## config.mk

```make
export PLATFORM = sky130hd
export DESIGN_NAME = script_language_lexer
export DESIGN_NICKNAME = d
export VERILOG_FILES = /design/src/sll_pkg.sv /design/src/script_language_lexer.sv /design/src/sll_core.sv /design/src/sll_obuf.sv
export SDC_FILE = /design/constraint.sdc
export NUM_CORES = 1
export LEC_CHECK = 0
export BUFFER_PORTS_ARGS = -buffer_cell sky130_fd_sc_hd__buf_2
export CAP_MARGIN = 5
export CORE_MARGIN = 4
export CORE_UTILIZATION = 27
export CTS_CLUSTER_SIZE = 24
export DETAILED_ROUTE_END_ITERATION = 8
export PLACE_DENSITY = 0.42
export REMOVE_ABC_BUFFERS = 1
export SLEW_MARGIN = 20
export SYNTH_ARGS = -nofsm -noshare
export SYNTH_HDL_FRONTEND = slang
export SYNTH_HIERARCHICAL = 1
export SYNTH_SLANG_ARGS = --single-unit
```

## constraint.sdc

```tcl
create_clock -name clk -period 11 [get_ports clk]
set_clock_uncertainty 0.05 [all_clocks]
set_input_delay 0.55 -clock clk [delete_from_list [all_inputs] [get_ports clk]]
set_output_delay 0.55 -clock clk [all_outputs]
set_load 0.03 [all_outputs]
```

## src/sll_pkg.sv

```systemverilog
package sll_pkg;

	// widths and sizes
	localparam int POS_BITS    = 16;
	localparam int KW_MAX_LEN  = 6;
	localparam int KW_IDX_BITS = $clog2(KW_MAX_LEN);
	localparam int KW_BITS     = 8 * KW_MAX_LEN;
	localparam int NUM_KW      = 16;
	localparam int RES_MAX     = 4;
	localparam int RES_IDX_BITS = $clog2(RES_MAX);
	localparam int CNT_BITS    = $clog2(RES_MAX + 1);
	localparam int FIELD_BITS  = 16;

	typedef logic [POS_BITS-1:0]   pos_t;
	typedef logic [FIELD_BITS-1:0] field_t;
	typedef logic [5:0]            kind_t;
	typedef logic [1:0]            err_t;
	typedef logic [7:0]            byte_t;
	typedef logic [CNT_BITS-1:0]   cnt_t;
	typedef logic [KW_MAX_LEN-1:0][7:0] prefix_t;

	// scanner modes
	typedef enum logic [3:0] {
		M_IDLE,
		M_BANG,
		M_EQUAL,
		M_LESS,
		M_GREATER,
		M_SLASH,
		M_COMMENT,
		M_STRING,
		M_NUMBER,
		M_NUMDOT,
		M_NUMFRAC,
		M_WORD
	} lex_mode_t;

	// token kinds
	localparam kind_t K_LPAREN   = 6'd0;
	localparam kind_t K_RPAREN   = 6'd1;
	localparam kind_t K_LBRACE   = 6'd2;
	localparam kind_t K_RBRACE   = 6'd3;
	localparam kind_t K_COMMA    = 6'd4;
	localparam kind_t K_DOT      = 6'd5;
	localparam kind_t K_MINUS    = 6'd6;
	localparam kind_t K_PLUS     = 6'd7;
	localparam kind_t K_SEMI     = 6'd8;
	localparam kind_t K_SLASH    = 6'd9;
	localparam kind_t K_STAR     = 6'd10;
	localparam kind_t K_BANG     = 6'd11;
	localparam kind_t K_EQ       = 6'd13;
	localparam kind_t K_GT       = 6'd15;
	localparam kind_t K_LT       = 6'd17;
	localparam kind_t K_IDENT    = 6'd19;
	localparam kind_t K_STRING   = 6'd20;
	localparam kind_t K_NUMBER   = 6'd21;
	localparam kind_t K_KW_FIRST = 6'd22;
	localparam kind_t K_EOF      = 6'd38;
	localparam kind_t K_ERROR    = 6'd0;

	// error codes
	localparam err_t E_NONE       = 2'd0;
	localparam err_t E_UNEXPECTED = 2'd1;
	localparam err_t E_UNTERM     = 2'd2;

	// characters
	localparam byte_t CH_LPAREN = "(";
	localparam byte_t CH_RPAREN = ")";
	localparam byte_t CH_LBRACE = "{";
	localparam byte_t CH_RBRACE = "}";
	localparam byte_t CH_COMMA  = ",";
	localparam byte_t CH_DOT    = ".";
	localparam byte_t CH_MINUS  = "-";
	localparam byte_t CH_PLUS   = "+";
	localparam byte_t CH_SEMI   = ";";
	localparam byte_t CH_STAR   = "*";
	localparam byte_t CH_BANG   = "!";
	localparam byte_t CH_EQ     = "=";
	localparam byte_t CH_LT     = "<";
	localparam byte_t CH_GT     = ">";
	localparam byte_t CH_SLASH  = "/";
	localparam byte_t CH_QUOTE  = 8'h22;
	localparam byte_t CH_SPACE  = 8'h20;
	localparam byte_t CH_CR     = 8'h0D;
	localparam byte_t CH_TAB    = 8'h09;
	localparam byte_t CH_LF     = 8'h0A;
	localparam byte_t CH_UNDER  = "_";

	// keyword spellings, right aligned, in kind order
	localparam logic [KW_BITS-1:0] KW_TEXT [NUM_KW] = '{
		KW_BITS'("and"),   KW_BITS'("class"), KW_BITS'("else"),   KW_BITS'("false"),
		KW_BITS'("fun"),   KW_BITS'("for"),   KW_BITS'("if"),     KW_BITS'("nil"),
		KW_BITS'("or"),    KW_BITS'("print"), KW_BITS'("return"), KW_BITS'("super"),
		KW_BITS'("this"),  KW_BITS'("true"),  KW_BITS'("var"),    KW_BITS'("while")
	};
	localparam logic [3:0] KW_LEN [NUM_KW] = '{
		4'd3, 4'd5, 4'd4, 4'd5, 4'd3, 4'd3, 4'd2, 4'd3,
		4'd2, 4'd5, 4'd6, 4'd5, 4'd4, 4'd4, 4'd3, 4'd5
	};

	// one result item
	typedef struct packed {
		kind_t  kind;
		err_t   err;
		field_t start;
		field_t len;
		field_t line;
		logic   last;
	} res_t;

	// load request from the scanner core to the result buffer
	typedef struct packed {
		logic load;
		cnt_t count;
	} load_ctl_t;

	function automatic pos_t sat_add_pos(pos_t a, pos_t b);
		logic [POS_BITS:0] s;
		s = {1'b0, a} + {1'b0, b};
		return s[POS_BITS] ? '1 : s[POS_BITS-1:0];
	endfunction

	function automatic field_t line_inc(field_t l);
		return (l == '1) ? l : field_t'(l + 1'b1);
	endfunction

	function automatic field_t clamp16(pos_t v);
		logic [31:0] w;
		w = 32'(v);
		return (w > 32'h0000_FFFF) ? 16'hFFFF : w[15:0];
	endfunction

	function automatic logic is_digit(byte_t c);
		return (c >= "0") && (c <= "9");
	endfunction

	function automatic logic is_alpha(byte_t c);
		return ((c >= "a") && (c <= "z")) || ((c >= "A") && (c <= "Z")) || (c == CH_UNDER);
	endfunction

	function automatic res_t make_result(kind_t k, err_t e, pos_t start, pos_t len,
			field_t line);
		res_t r;
		r.kind  = k;
		r.err   = e;
		r.start = clamp16(start);
		r.len   = clamp16(len);
		r.line  = line;
		r.last  = 1'b0;
		return r;
	endfunction

	// identifier or keyword kind from the stored prefix
	function automatic kind_t keyword_kind(prefix_t p, pos_t len);
		logic [KW_BITS-1:0] word;
		kind_t k;
		word = '0;
		k = K_IDENT;
		for (int j = 0; j < KW_MAX_LEN; j++) begin
			if (pos_t'(j) < len) begin
				word = {word[KW_BITS-9:0], p[j]};
			end
		end
		for (int i = NUM_KW - 1; i >= 0; i--) begin
			if ((len == pos_t'(KW_LEN[i])) && (word == KW_TEXT[i])) begin
				k = kind_t'(K_KW_FIRST + kind_t'(i));
			end
		end
		return k;
	endfunction

	function automatic kind_t op_kind(lex_mode_t m, logic two);
		kind_t base;
		case (m)
			M_BANG:    base = K_BANG;
			M_EQUAL:   base = K_EQ;
			M_GREATER: base = K_GT;
			default:   base = K_LT;
		endcase
		return two ? kind_t'(base + 1'b1) : base;
	endfunction

endpackage

```

## src/script_language_lexer.sv

```systemverilog
// streaming lexer: one source byte per input item, tokens out as result items
// input channel: in_valid/in_ready with source_byte, has_byte, is_last;
//   has_byte 0 with is_last 1 only closes the source
// output channel: out_valid/out_ready with token_kind, error_code, start_pos,
//   lexeme_length, line_number and last_of_run (set on the final item of a run)
// an item sits in an input register, the scanner works on it combinationally and
//   loads up to four result items into the result buffer
// an accepted item passes the input register, then the result buffer, before its
//   first result can be taken; a full buffer holds it in the input register
// throughput: one input item per cycle while out_ready stays high and each item
//   gives at most one result; an item giving more results holds the input until
//   all but its last are taken, set by the single read port of the result buffer
// a new item is taken while the last result of the previous one is being taken
// when out_ready is low the buffer holds, the input register fills and
//   in_ready drops; nothing is lost
// reset clears the mode, position, token start and length and sets line to one;
//   after the end of source the scanner returns to the same state by itself
module script_language_lexer (
	input  logic                   clk,
	input  logic                   arst_n,
	input  logic                   in_valid,
	output logic                   in_ready,
	input  sll_pkg::byte_t         source_byte,
	input  logic                   has_byte,
	input  logic                   is_last,
	output logic                   out_valid,
	input  logic                   out_ready,
	output sll_pkg::kind_t         token_kind,
	output sll_pkg::err_t          error_code,
	output sll_pkg::field_t        start_pos,
	output sll_pkg::field_t        lexeme_length,
	output sll_pkg::field_t        line_number,
	output logic                   last_of_run
);
	import sll_pkg::*;

	logic  v_s1;
	byte_t byte_s1;
	logic  has_s1;
	logic  last_s1;
	logic  fire;
	logic  can_load;
	logic  accept;
	res_t [RES_MAX-1:0] res;
	cnt_t  count;
	res_t  head;
	load_ctl_t ctl;

	// input register handshake
	assign fire     = v_s1 && can_load;
	assign in_ready = !v_s1 || fire;
	assign accept   = in_valid && in_ready;

	always_ff @(posedge clk or negedge arst_n) begin
		if (!arst_n) begin
			v_s1 <= 1'b0;
		end else if (accept) begin
			v_s1 <= 1'b1;
		end else if (fire) begin
			v_s1 <= 1'b0;
		end
	end

	always_ff @(posedge clk) begin
		if (accept) begin
			byte_s1 <= source_byte;
			has_s1  <= has_byte;
			last_s1 <= is_last;
		end
	end

	// scanner core
	sll_core u_core (
		.clk    (clk),
		.arst_n (arst_n),
		.fire   (fire),
		.c      (byte_s1),
		.has    (has_s1),
		.last   (last_s1),
		.res    (res),
		.count  (count)
	);

	assign ctl.load  = fire;
	assign ctl.count = count;

	// result buffer
	sll_obuf u_obuf (
		.clk       (clk),
		.arst_n    (arst_n),
		.ctl       (ctl),
		.res_in    (res),
		.can_load  (can_load),
		.out_valid (out_valid),
		.out_ready (out_ready),
		.head      (head)
	);

	// result fields
	assign token_kind    = head.kind;
	assign error_code    = head.err;
	assign start_pos     = head.start;
	assign lexeme_length = head.len;
	assign line_number   = head.line;
	assign last_of_run   = head.last;

endmodule

```

## src/sll_core.sv

```systemverilog
module sll_core (
	input  logic                                    clk,
	input  logic                                    arst_n,
	input  logic                                    fire,
	input  sll_pkg::byte_t                          c,
	input  logic                                    has,
	input  logic                                    last,
	output sll_pkg::res_t [sll_pkg::RES_MAX-1:0]    res,
	output sll_pkg::cnt_t                           count
);
	import sll_pkg::*;

	localparam int NCAND = 6;

	lex_mode_t mode_q, mode_f, mode_n;
	pos_t      position_q, pos_f, position_n;
	pos_t      start_q, start_f, start_n;
	pos_t      len_q, len_f, len_n, len_inc;
	field_t    line_q, line_f, line_n;
	prefix_t   prefix_q, prefix_f;
	logic      run_idle;
	kind_t     idle_kind;
	err_t      idle_err;
	logic      idle_emit;
	res_t [NCAND-1:0] cand;
	logic [NCAND-1:0] cand_v;
	res_t [RES_MAX-1:0] res_c;
	cnt_t      n;

	// feed the byte to the current mode
	always_comb begin
		mode_f    = mode_q;
		start_f   = start_q;
		len_f     = len_q;
		line_f    = line_q;
		prefix_f  = prefix_q;
		run_idle  = 1'b0;
		idle_kind = K_ERROR;
		idle_err  = E_NONE;
		idle_emit = 1'b0;
		cand      = '0;
		cand_v    = '0;
		len_inc   = sat_add_pos(len_q, pos_t'(1));
		if (has) begin
			case (mode_q)
				M_BANG, M_EQUAL, M_LESS, M_GREATER: begin
					if (c == CH_EQ) begin
						cand[0]   = make_result(op_kind(mode_q, 1'b1), E_NONE, start_q,
							pos_t'(2), line_q);
						cand_v[0] = 1'b1;
						mode_f    = M_IDLE;
					end else begin
						cand[0]   = make_result(op_kind(mode_q, 1'b0), E_NONE, start_q,
							pos_t'(1), line_q);
						cand_v[0] = 1'b1;
						run_idle  = 1'b1;
					end
				end
				M_SLASH: begin
					if (c == CH_SLASH) begin
						mode_f = M_COMMENT;
					end else begin
						cand[0]   = make_result(K_SLASH, E_NONE, start_q, pos_t'(1), line_q);
						cand_v[0] = 1'b1;
						run_idle  = 1'b1;
					end
				end
				M_COMMENT: begin
					if (c == CH_LF) begin
						line_f = line_inc(line_q);
						mode_f = M_IDLE;
					end
				end
				M_STRING: begin
					len_f = len_inc;
					if (c == CH_QUOTE) begin
						cand[0]   = make_result(K_STRING, E_NONE, start_q, len_inc, line_q);
						cand_v[0] = 1'b1;
						mode_f    = M_IDLE;
					end else if (c == CH_LF) begin
						line_f = line_inc(line_q);
					end
				end
				M_NUMBER, M_NUMFRAC: begin
					if (is_digit(c)) begin
						len_f = len_inc;
					end else if ((c == CH_DOT) && (mode_q == M_NUMBER)) begin
						mode_f = M_NUMDOT;
					end else begin
						cand[0]   = make_result(K_NUMBER, E_NONE, start_q, len_q, line_q);
						cand_v[0] = 1'b1;
						run_idle  = 1'b1;
					end
				end
				M_NUMDOT: begin
					if (is_digit(c)) begin
						len_f  = sat_add_pos(len_q, pos_t'(2));
						mode_f = M_NUMFRAC;
					end else begin
						cand[0]   = make_result(K_NUMBER, E_NONE, start_q, len_q, line_q);
						cand_v[0] = 1'b1;
						cand[1]   = make_result(K_DOT, E_NONE, sat_add_pos(start_q, len_q),
							pos_t'(1), line_q);
						cand_v[1] = 1'b1;
						run_idle  = 1'b1;
					end
				end
				M_WORD: begin
					if (is_alpha(c) || is_digit(c)) begin
						if (len_q < pos_t'(KW_MAX_LEN)) begin
							prefix_f[len_q[KW_IDX_BITS-1:0]] = c;
						end
						len_f = len_inc;
					end else begin
						cand[0]   = make_result(keyword_kind(prefix_q, len_q), E_NONE,
							start_q, len_q, line_q);
						cand_v[0] = 1'b1;
						run_idle  = 1'b1;
					end
				end
				default: begin
					run_idle = 1'b1;
				end
			endcase
		end

		// byte seen from the idle mode
		if (run_idle) begin
			mode_f = M_IDLE;
			case (c)
				CH_LPAREN: begin idle_kind = K_LPAREN; idle_emit = 1'b1; end
				CH_RPAREN: begin idle_kind = K_RPAREN; idle_emit = 1'b1; end
				CH_LBRACE: begin idle_kind = K_LBRACE; idle_emit = 1'b1; end
				CH_RBRACE: begin idle_kind = K_RBRACE; idle_emit = 1'b1; end
				CH_COMMA:  begin idle_kind = K_COMMA;  idle_emit = 1'b1; end
				CH_DOT:    begin idle_kind = K_DOT;    idle_emit = 1'b1; end
				CH_MINUS:  begin idle_kind = K_MINUS;  idle_emit = 1'b1; end
				CH_PLUS:   begin idle_kind = K_PLUS;   idle_emit = 1'b1; end
				CH_SEMI:   begin idle_kind = K_SEMI;   idle_emit = 1'b1; end
				CH_STAR:   begin idle_kind = K_STAR;   idle_emit = 1'b1; end
				CH_BANG:   begin mode_f = M_BANG;    start_f = position_q; len_f = pos_t'(1); end
				CH_EQ:     begin mode_f = M_EQUAL;   start_f = position_q; len_f = pos_t'(1); end
				CH_LT:     begin mode_f = M_LESS;    start_f = position_q; len_f = pos_t'(1); end
				CH_GT:     begin mode_f = M_GREATER; start_f = position_q; len_f = pos_t'(1); end
				CH_SLASH:  begin mode_f = M_SLASH;   start_f = position_q; len_f = pos_t'(1); end
				CH_QUOTE:  begin mode_f = M_STRING;  start_f = position_q; len_f = pos_t'(1); end
				CH_SPACE, CH_CR, CH_TAB: begin
				end
				CH_LF: begin
					line_f = line_inc(line_q);
				end
				default: begin
					if (is_digit(c)) begin
						mode_f  = M_NUMBER;
						start_f = position_q;
						len_f   = pos_t'(1);
					end else if (is_alpha(c)) begin
						mode_f      = M_WORD;
						start_f     = position_q;
						len_f       = pos_t'(1);
						prefix_f[0] = c;
					end else begin
						idle_kind = K_ERROR;
						idle_err  = E_UNEXPECTED;
						idle_emit = 1'b1;
					end
				end
			endcase
		end
		cand[2]   = make_result(idle_kind, idle_err, position_q, pos_t'(1), line_q);
		cand_v[2] = idle_emit;

		pos_f = has ? sat_add_pos(position_q, pos_t'(1)) : position_q;

		// end of source: flush the pending token, then eof
		if (last) begin
			case (mode_f)
				M_BANG, M_EQUAL, M_LESS, M_GREATER: begin
					cand[3]   = make_result(op_kind(mode_f, 1'b0), E_NONE, start_f,
						pos_t'(1), line_f);
					cand_v[3] = 1'b1;
				end
				M_SLASH: begin
					cand[3]   = make_result(K_SLASH, E_NONE, start_f, pos_t'(1), line_f);
					cand_v[3] = 1'b1;
				end
				M_STRING: begin
					cand[3]   = make_result(K_ERROR, E_UNTERM, start_f, len_f, line_f);
					cand_v[3] = 1'b1;
				end
				M_NUMBER, M_NUMFRAC: begin
					cand[3]   = make_result(K_NUMBER, E_NONE, start_f, len_f, line_f);
					cand_v[3] = 1'b1;
				end
				M_NUMDOT: begin
					cand[3]   = make_result(K_NUMBER, E_NONE, start_f, len_f, line_f);
					cand_v[3] = 1'b1;
					cand[4]   = make_result(K_DOT, E_NONE, sat_add_pos(start_f, len_f),
						pos_t'(1), line_f);
					cand_v[4] = 1'b1;
				end
				M_WORD: begin
					cand[3]   = make_result(keyword_kind(prefix_f, len_f), E_NONE, start_f,
						len_f, line_f);
					cand_v[3] = 1'b1;
				end
				default: begin
				end
			endcase
			cand[5]   = make_result(K_EOF, E_NONE, pos_f, pos_t'(0), line_f);
			cand_v[5] = 1'b1;
		end
	end

	// next state, back to reset values after the end of source
	always_comb begin
		if (last) begin
			mode_n     = M_IDLE;
			position_n = '0;
			start_n    = '0;
			len_n      = '0;
			line_n     = field_t'(1);
		end else begin
			mode_n     = mode_f;
			position_n = pos_f;
			start_n    = start_f;
			len_n      = len_f;
			line_n     = line_f;
		end
	end

	// pack the produced results in order and mark the final one
	always_comb begin
		n     = '0;
		res_c = '0;
		for (int i = 0; i < NCAND; i++) begin
			if (cand_v[i] && (n < cnt_t'(RES_MAX))) begin
				res_c[n[RES_IDX_BITS-1:0]] = cand[i];
				n = cnt_t'(n + 1'b1);
			end
		end
		for (int k = 0; k < RES_MAX; k++) begin
			res_c[k].last = (cnt_t'(k) == cnt_t'(n - 1'b1));
		end
	end

	assign res   = res_c;
	assign count = n;

	// scanner state
	always_ff @(posedge clk or negedge arst_n) begin
		if (!arst_n) begin
			mode_q     <= M_IDLE;
			position_q <= '0;
			start_q    <= '0;
			len_q      <= '0;
			line_q     <= field_t'(1);
		end else if (fire) begin
			mode_q     <= mode_n;
			position_q <= position_n;
			start_q    <= start_n;
			len_q      <= len_n;
			line_q     <= line_n;
		end
	end

	// identifier prefix bytes
	always_ff @(posedge clk) begin
		if (fire) begin
			prefix_q <= prefix_f;
		end
	end

	a_line_nonzero: assert property (@(posedge clk) disable iff (!arst_n)
		line_q != '0)
		else $error("line count reached zero");

	a_end_resets: assert property (@(posedge clk) disable iff (!arst_n)
		fire && last |=> (mode_q == M_IDLE) && (position_q == '0) && (line_q == field_t'(1)))
		else $error("state not cleared after end of source");

	a_empty_item: assert property (@(posedge clk) disable iff (!arst_n)
		fire && !has && !last |-> (count == '0))
		else $error("empty item produced a result");

	a_last_eof: assert property (@(posedge clk) disable iff (!arst_n)
		fire && last |-> (count != '0))
		else $error("end of source without eof result");

endmodule

```

## src/sll_obuf.sv

```systemverilog
module sll_obuf (
	input  logic                                    clk,
	input  logic                                    arst_n,
	input  sll_pkg::load_ctl_t                      ctl,
	input  sll_pkg::res_t [sll_pkg::RES_MAX-1:0]    res_in,
	output logic                                    can_load,
	output logic                                    out_valid,
	input  logic                                    out_ready,
	output sll_pkg::res_t                           head
);
	import sll_pkg::*;

	res_t [RES_MAX-1:0] buf_q;
	cnt_t               cnt_q;
	logic               pop;

	// handshake and load window
	assign out_valid = (cnt_q != '0);
	assign pop       = out_valid && out_ready;
	assign can_load  = (cnt_q == '0) || ((cnt_q == cnt_t'(1)) && out_ready);
	assign head      = buf_q[0];

	// fill count
	always_ff @(posedge clk or negedge arst_n) begin
		if (!arst_n) begin
			cnt_q <= '0;
		end else if (ctl.load) begin
			cnt_q <= ctl.count;
		end else if (pop) begin
			cnt_q <= cnt_t'(cnt_q - 1'b1);
		end
	end

	// result slots, shifted toward the head on each taken item
	always_ff @(posedge clk) begin
		if (ctl.load) begin
			buf_q <= res_in;
		end else if (pop) begin
			buf_q[RES_MAX-2:0] <= buf_q[RES_MAX-1:1];
		end
	end

	a_load_window: assert property (@(posedge clk) disable iff (!arst_n)
		ctl.load |-> can_load)
		else $error("results loaded over waiting items");

	a_cnt_range: assert property (@(posedge clk) disable iff (!arst_n)
		cnt_q <= cnt_t'(RES_MAX))
		else $error("result count out of range");

	a_pop_count: assert property (@(posedge clk) disable iff (!arst_n)
		pop && !ctl.load |=> cnt_q == cnt_t'($past(cnt_q) - 1'b1))
		else $error("count did not follow a taken item");

	a_last_flag: assert property (@(posedge clk) disable iff (!arst_n)
		out_valid |-> (head.last == (cnt_q == cnt_t'(1))))
		else $error("last flag out of place");

endmodule

```

Yosys cells after proc, flatten, opt, wreduce, memory -nomap -nowiden
Index checks and enable logic that the tools add are counted.

Output and inout bits: 59. Register bits after elaboration: 358.

$add $sub $neg: 14. Reductions and logical operators: 73. Equality and inequality tests: 89. Magnitude comparators: 36. Multiplexer cells: 181.

Operator list (number): 228-bit bitwise mux (5); 228-bit two-way mux (5); 57-bit demux with 2-bit select (5); 57-bit two-way mux (10); 48-bit two-way mux (11); 171-bit two-way mux (3); 48-bit by 23-bit equality test with 1-bit output (second input constant) (10); 48-bit by 39-bit equality test with 1-bit output (second input constant) (10); 16-bit two-way mux (28); 57-bit one-hot mux with 6 select lines (1); 48-bit by 31-bit equality test with 1-bit output (second input constant) (6); 57-bit one-hot mux with 5 select lines (1); 6-bit two-way mux (36); 48-bit by 15-bit equality test with 1-bit output (second input constant) (4); 8-bit by 6-bit equality test with 1-bit output (second input constant) (15); 114-bit two-way mux (1); 56-bit two-way mux (2); 111-bit two-way mux (1); 16-bit by 3-bit equality test with 1-bit output (second input constant) (6); 48-bit by 47-bit equality test with 1-bit output (second input constant) (2); 16-bit one-hot mux with 2 select lines (3); 40-bit two-way mux (2); 16-bit by 2-bit equality test with 1-bit output (second input constant) (4); 1-bit by 16-bit < comparator with 1-bit output (first input constant) (4); other kinds (63) (218).

Logic depth before layout (Yosys ltp)
Gate-level depths: netlist (run 1).

Depth after elaboration: 48. Gate-level depth with buffers: 33. Depth with buffers taken out: 28.

Hierarchy
The synthesis (run 1) kept the hierarchy.

Modules (own cells, without submodules): sll_core (area each 20111.8 µm², instances 1, cells each 2988); sll_obuf (area each 9938.3 µm², instances 1, cells each 503); script_language_lexer (area each 360.3 µm², instances 1, cells each 15).

Worst setup path after synthesis (run 1)
No wires, ideal clock.

Path type: register -> register. Start point: register u_obuf.cnt_q[0]. End point: register u_obuf/buf_q[100] (netlist name), enable pin. Cell stages (with the launch flop): 10. Data required time: 10420 ps. Buffers on the path: 3. Period minus slack after synthesis: 7981 ps. Data arrival time: 7401 ps. Slack: 3019 ps. Setup time: 530 ps. Path through: dfrtp_1 -> inv_1 -> ha_1 -> a21oi_1 -> nor2_1 -> and2_1 -> buf_6 -> buf_6 -> buf_6 -> a21o_1.

Cells in the longest elaborated chain, start to end: 5. Elaborated cells between the ends (all ways): 8. Those cells by class: 1 x eq/ne; 7 x reduce/logical.

RTL lines: start, declared (line sll_obuf.sv:14) `cnt_t cnt_q;`; start signal, assigned (line sll_obuf.sv:28) `cnt_q <= ctl.count;`; start signal, assigned (line sll_obuf.sv:30) `cnt_q <= cnt_t'(cnt_q - 1'b1);`; 3-bit by 1-bit equality test with 1-bit output (line sll_obuf.sv:20) `assign can_load = (cnt_q == '0) || ((cnt_q == cnt_t'(1)) && out_ready);`; 1-bit logical AND (line sll_obuf.sv:20); 1-bit logical OR * (line sll_obuf.sv:20); net can_load (line script_language_lexer.sv:42) `logic can_load;`; 1-bit logical AND * (line script_language_lexer.sv:50) `assign fire = v_s1 && can_load;`; net fire (line script_language_lexer.sv:41) `logic fire;`; 2-bit nonzero test (no source line) *; end signal, assigned (line sll_obuf.sv:37) `buf_q <= res_in;`; end signal, assigned by index (line sll_obuf.sv:39) `buf_q[RES_MAX-2:0] <= buf_q[RES_MAX-1:1];`; end, declared (line sll_obuf.sv:13) `res_t [RES_MAX-1:0] buf_q;`.

The timed path passes the listed nets; every way through them passes the cells marked *. A chain may end at the register's enable or synchronous reset.

==> qor.yml, run 1 <==
final_cells: 4915
synthAdderAreaFrac_pct: 2.559
reg2reg_setup_slack_ps: 1850
grt-ovfl-total: 0
avgSynthCellArea_sq_um: 8.674
clk_latency_ps: 650
worst-setup-path-type: "register to register"
synthXorXnorAreaFrac_pct: 1.325
clk_pin_slew_ps: 60
slew_viol_final: 0
viasPerCell: 5.899
vias: 29000
synth-compound-area-share_pct: 23.86
crit_fanout: 21
hp-class: "primary input to register"
fp.coreArea_sq_um: 111300
dieArea_sq_um: 118100
drive_gt1_share_pct: 14.97
tightest_slew_ps: 1186
yosysWarnings: 6
grt_pass1_wl_um: 198300
fillCellCount: 11850
clk_root_buffer_cell: "clkbuf_16"
timing.final.ws_setup_ps: 1853
synth_top_area_share_pct: 28.24
crit_required_ps: 11280
synth_edf_count: 286
synth_top_family_by_area: "compound AO/OA/AOI/OAI gates"
multiInputGateArea_sq_um: 17970
synth-simple-area-share_pct: 21.23
first_global_vias: 27570
ys_types: 126
start_util_pct: 27.33
cellLeakagePower_nw: 12.10
rsz0062_at_grt: "false"
grtUsageTotal_pct: 22.31
dp_hpwl_um: 97020
numCtsBuffers: 48
start_kind: "register"
seq_area_sq_um: 10390
cts_resized: 0
post_cts_buffers: 0
place_area_sq_um: 31670
synthArstFlopShare_pct: 20.11
period_needed_ps: 9147
yosys-top-cells-area: "edfxtp_1 (28%), dfrtp_1 (5.8%), mux2_4 (4.5%)"
outcome: "finished, final reports clean"
synthMuxAreaShare_pct: 9.936
nNetsFinal: 3461
clock-sinks: 358
netlist_area_sq_um: 30410
synthFlopType: "edfxtp_1"
ant_nets: 0
end_kind: "register"
ys_ff_latch: 358
clockBufferDepth: 3
vdd.ir_drop.worst_mv: 0.1385
grt_max_degree: 68
die_y_um: 343.6
first_iter_violations: 3465
ios: 73
fmax_mhz: 109.3
post-place-cells: 4823
max_cap_violations: 0
wl_per_cell_um: 27.58
design_area_sq_um: 33240
cts_tree: "done"
syn_inst: 3506
htreeDepth: 2
finalSetupViolCount: 0
utilization_pct: 29.87
post-place-ws_ps: 2029
synth-seq-area-share_pct: 34.17
port_buffers: 72
maxSlewHeadroom_pct: 20.09
totalWireLength_um: 135600
dieWidth_um: 343.6
crit_arrival_ps: 9430
ctsHoldBuffers: 1
drcViolationCount: 0
syn_to_final_growth_pct: 9.315
final-hold-violation-count: 0
p_per_area_nw_per_um2: 292.2
grt_antenna_before_repair: 2
first_pass_iters: 8
finalCritPeriodShare_pct: 83.16
synth_area_leader_cell: "edfxtp_1"
placementRows: 122
gp_congestion: 0.9459
## critical path, stage by stage (launching register included)
cell and delay (ps):
edfxtp_1 680, nand4bb_4 420, nor2_4 440, a211o_1 670, nand2_1 580, or4_1 670, o2111ai_1 460, ha_1 350
and2_1 140, buf_4 310, nor2_1 180, ha_1 220, nand2_1 90, a221o_1 160, and3_1 370, xor2_1 360
inv_1 110, ha_1 200, nand2_1 430, nand2_1 400, buf_4 350, nor2_2 710, o21ai_0 260, nand2_1 110
o21ai_0 80
## registers in the layout (all words and copies together), names as in the netlist, 8 cells and up
| register | count |
|---|---|
| byte_s1 | 8 |
| u_core/len_q | 16 |
| u_core/line_q | 16 |
| u_core/position_q | 16 |
| u_core/prefix_q | 48 |
| u_core/start_q | 16 |
| u_obuf/buf_q | 171 |
| u_obuf/head | 57 |
## worst paths after layout
| path | from | to | cells after the start |
|---|---|---|---|
| max | byte_s1[6] | u_obuf/buf_q[173] | 24 |
| min | has_byte | has_s1 | 1 |
| max reg2reg | byte_s1[6] | u_obuf/buf_q[173] | 24 |
| min reg2reg | u_obuf/buf_q[173] | u_obuf/buf_q[116] | 1 |
| max in group asynchronous | arst_n | u_core/mode_q[2] | 3 |
| min in group asynchronous | arst_n | u_core/position_q[6] | 2 |
## area by class of cell
| type | count | area share, % |
|---|---|---|
| Inverter | 117 | 1.321 |
| Antenna cell | 1 | 0.007528 |
| Sequential cell | 358 | 31.26 |
| Clock inverter | 23 | 0.5834 |
| Timing Repair Buffer | 159 | 3.064 |
| Clock buffer | 67 | 4.106 |
| Tap cell | 1488 | 5.601 |
| Multi-Input combinational cell | 2702 | 54.06 |
## logic make-up (layout without fill, tap and decap cells)
group | Yosys count | after routing
buf+inv | 446 | 366
flops | 358 | 358
other cells | 0 | 1
simple gates | 1291 | 1291
compound gates | 1060 | 1060
mux | 244 | 244
fa+ha+maj | 61 | 61
xor+xnor | 46 | 46
## routing by layer
metal  routed length, um  track usage (%)  vias to the layer above
met5                  27                0                        -
met4                4183            6.407                        4
met3               10270            3.971                      257
met2               58480            33.87                     1321
met1               62610            32.31                    14410
li1                    -                -                    13000
## synth_stat cells (14+ instances only)
cell         n
nor4_1      38
mux2_2      94
mux2i_1     57
nor2b_1     20
nand4_1     64
dfrtp_1     71
a221o_1     16
and3_1      42
ha_1        59
buf_1       22
a21o_1      24
o221ai_1    15
xor2_1      18
a2111oi_0   14
inv_1      110
nand4b_1    14
nand2_1    354
o31ai_1     25
a221oi_1    43
buf_4       68
o2bb2ai_1   21
xnor2_1     28
o21ai_1     24
o211ai_1    33
buf_2       53
nand3_1    138
mux2_4      92
buf_6       14
nand2b_1    34
a211oi_1    37
nor2_1     312
a22oi_1     40
clkbuf_1   170
o22ai_1     29
nor3_1     102
or3_1       22
edfxtp_1   286
a22o_1      43
o21ai_0    258
a21oi_1    189
a31oi_1     70
and2_1      42
## where the power goes
| part | internal (W) | leakage [nW] | switching [W] |
|---|---|---|---|
| registers | 0.00237 | 3.83 | 0.000397 |
| clock network | 0.000899 | 0.747 | 0.000688 |
| logic | 0.00167 | 7.52 | 0.00369 |
| total | 0.00494 | 12.1 | 0.00477 |
## per-stage QoR
step	hold WS (ps)	total power (W)	setup TNS [ps]
2_1_floorplan	204.4	0.006468	-461390
3_3_place_gp	477.4	0.008107	0
3_5_place_dp	482.1	0.008067	0
4_1_cts	1.160	0.009712	0
5_1_grt	21.20	0.01023	0
6_report	48.84	0.009712	0
## cells in the final DEF, fill, tap and decap left out, types with 50 or more instances in the layout
cell type,instances
a21oi_1,187
nand3_1,138
inv_1,110
mux2_4,92
ha_1,59
nand4_1,64
edfxtp_1,286
mux2i_1,57
buf_2,71
o21ai_0,258
nor3_1,102
nor2_1,308
nand2_1,353
mux2_2,94
clkbuf_16,50
dfrtp_1,71
buf_4,87
a31oi_1,69
(Power assumes the default switching activity.)
==> inputs of run 2 (changes only) <==
Settings changed: PLACE_DENSITY 0.42 to 0.43.
Clock period 11 ns to 7.7 ns, I/O delays scaled along.
==> qor.yml, run 2 (synthesis gave the netlist of run 1 again) <==
outcome: "finished, final reports clean"  # unchanged
gp_congestion: 0.9768  # was 0.9459
largest_register_ffs: 171  # unchanged
final.setup.tns_ps: 0  # unchanged
antenna-diode-count: 0  # was 1
post_cts_buffers: 0  # unchanged
cts_tree: "done"  # unchanged
drive_gt1_share_pct: 17.88  # was 14.97%
vdd.ir_drop.worst_mv: 0.2862  # was 0.1385 mV
end_kind: "register"  # unchanged
start_util_pct: 27.33  # unchanged
grt_pass1_wl_um: 199300  # was 198300 um
grt_antenna_before_repair: 1  # was 2
p_per_area_nw_per_um2: 415.6  # was 292.2 nW/um^2
reg2reg_setup_slack_ps: 510  # was 1850 ps
final_cells: 5045  # was 4915
max_cap_violations: 0  # unchanged
port_buffers: 72  # unchanged
clockBufferDepth: 3  # unchanged
fmax_mhz: 139.2  # was 109.3 MHz
die_y_um: 343.6  # unchanged
reg2reg_from: "u_core/mode_q[2]"  # was byte_s1[6]
grt_max_degree: 114  # was 68
first_iter_violations: 3519  # was 3465
p_total_w: 0.01430  # was 0.009712 W
crit_slowest_cell: "dfrtp_1"  # was nor2_2
cellLeakagePower_nw: 12.81  # was 12.10 nW
syn_to_final_growth_pct: 13.14  # was 9.315%
crit_chain: "nor2b_1 -> mux2_1 -> or3_1 -> a211o_1 -> o21ai_2 -> mux2i_2 -> buf_4 -> nor2_1 -> o211ai_1 -> nand3_1 -> xnor2_1 -> inv_1 -> ha_1 -> a2111oi_2 -> buf_4 -> and2_1 -> buf_4 -> nor4_4 -> buf_4 -> a22oi_1 -> o21ai_0 -> mux2_4"  # was nand4bb_4 -> nor2_4 -> a211o_1 -> nand2_1 -> or4_1 -> o2111ai_1 -> ha_1 -> and2_1 -> buf_4 -> nor2_1 -> ha_1 -> nand2_1 -> a221o_1 -> and3_1 -> xor2_1 -> inv_1 -> ha_1 -> nand2_1 -> nand2_1 -> buf_4 -> nor2_2 -> o21ai_0 -> nand2_1 -> o21ai_0
clk_latency_ps: 650  # about the same
final-hold-violation-count: 0  # unchanged
grt-ovfl-total: 0  # unchanged
wl_per_cell_um: 27.02  # was 27.58 um
rsz0062_at_grt: "false"  # unchanged
drcViolationCount: 0  # unchanged
slowest_delay_ps: 660  # was 710 ps
first_pass_iters: 6  # was 8
top_register: "u_obuf/buf_q"  # unchanged
first_global_vias: 28160  # was 27570
fp.coreArea_sq_um: 111300  # unchanged
timing.rr.end: "u_obuf/buf_q[148]"  # was u_obuf/buf_q[173]
nNetsFinal: 3591  # was 3461
crit_required_ps: 8040  # was 11280 ps
layout_commonest_cell: "nand2_1"  # unchanged
crit_buf_inv: 5  # was 3
path_common_cell: "buf_4"  # was nand2_1
slew_viol_final: 0  # unchanged
dieArea_sq_um: 118100  # unchanged
vias: 29580  # was 29000
totalWireLength_um: 136300  # was 135600 um
grtUsageTotal_pct: 22.37  # was 22.31%
layout_common_cells: "nand2_1 (352), nor2_1 (307), edfxtp_1 (286)"  # was nand2_1 (353), nor2_1 (308), edfxtp_1 (286)
crit_fanout: 23  # was 21
ff2ff_path_depth: 22  # was 24
maxSlewHeadroom_pct: 23.71  # was 20.09%
clk_pin_slew_ps: 60  # about the same
clk_root_buffer_cell: "clkbuf_16"  # unchanged
placementRows: 122  # unchanged
viasPerCell: 5.864  # was 5.899
utilization_pct: 30.92  # was 29.87%
dp_hpwl_um: 99660  # was 97020 um
cp_top_family: "simple AND/OR/NAND/NOR gates"  # unchanged
ant_nets: 0  # unchanged
tightest_slew_ps: 1140  # was 1186 ps
clock-sinks: 358  # unchanged
crit_arrival_ps: 7530  # was 9430 ps
numCtsBuffers: 49  # was 48
hp-class: "primary input to asynchronous set/reset pin"  # was primary input to register
period_needed_ps: 7186  # was 9147 ps
htreeDepth: 2  # unchanged
start_kind: "register"  # unchanged
dieWidth_um: 343.6  # unchanged
finalCritPeriodShare_pct: 93.33  # was 83.16%
finalSetupViolCount: 0  # unchanged
worst-setup-path-type: "register to register"  # unchanged
post-place-cells: 4940  # was 4823
ios: 73  # unchanged
## run 2: cell types whose count changed in the layout (fill, tap and decap cells not counted), moves of 3 or more
cell,previous run,this run
buf_12,0,6
buf_4,87,197
clkbuf_1,12,7
dlygate4sd3_1,1,13
clkinv_2,5,9
clkinvlp_4,6,3
clkinv_4,1,4
## run 2: final cells by class
class	count	area [sq um]
well taps	1488	1862
fillers	11730	76870
flip-flops and latches	358	10390
inverters	117	439.2
repair buffers	288	2112
clock buffers	63	1371
clock inverters	29	261.5
multi-input cells	2702	17970
## run 2: metal layers
| layer | vias up | wire [um] | track usage, % |
|---|---|---|---|
| li1 | 13300 | - | - |
| met5 | - | 0 | 0 |
| met1 | 14620 | 62480 | 32.11 |
| met2 | 1382 | 58020 | 33.61 |
| met4 | 0 | 5280 | 8.355 |
| met3 | 282 | 10540 | 3.728 |
## run 2: per-stage QoR
| step | cell area, sq um | setup WS (ps) | hold WS [ps] |
|---|---|---|---|
| finish | 34410 | 513.8 | 131.1 |
| floorplan | 28750 | -6410 | 39.41 |
| global route | 34410 | 55.65 | 146.0 |
| global placement | 32610 | 588.2 | 268.9 |
| detailed placement | 32640 | 490.5 | 273.4 |
| CTS | 34400 | 475.3 | 109.8 |
## run 2: worst max path at each step
stage	start	endpoint	slack, ps	cells past startpoint
6_report	u_core/mode_q[2]	u_obuf/buf_q[148]	510	22
4_1_cts	u_core/mode_q[2]	u_obuf/buf_q[147]	480	22
3_3_place_gp	u_core/mode_q[2]	u_obuf/buf_q[148]	590	22
2_1_floorplan	u_obuf/cnt_q[0]	u_core/len_q[11]	-6410	9
3_5_place_dp	u_core/mode_q[2]	u_obuf/buf_q[147]	490	22
5_1_grt	u_core/len_q[0]	u_obuf/buf_q[162]	60	26
## run 2: timing repair
action                                  CTS  global route
endpoints found under the hold margin    30             0
endpoints found under the setup margin    0             1
gates resized for setup                   0             1
hold buffers                             13             0
## run 2: power by group
group / switching (W) / leakage, nW / internal [W] / total [W]
combinational: 0.00540 / 8.17 / 0.00267 / 0.00807
sequential: 0.000526 / 3.83 / 0.00338 / 0.00391
clock: 0.000983 / 0.797 / 0.00134 / 0.00232
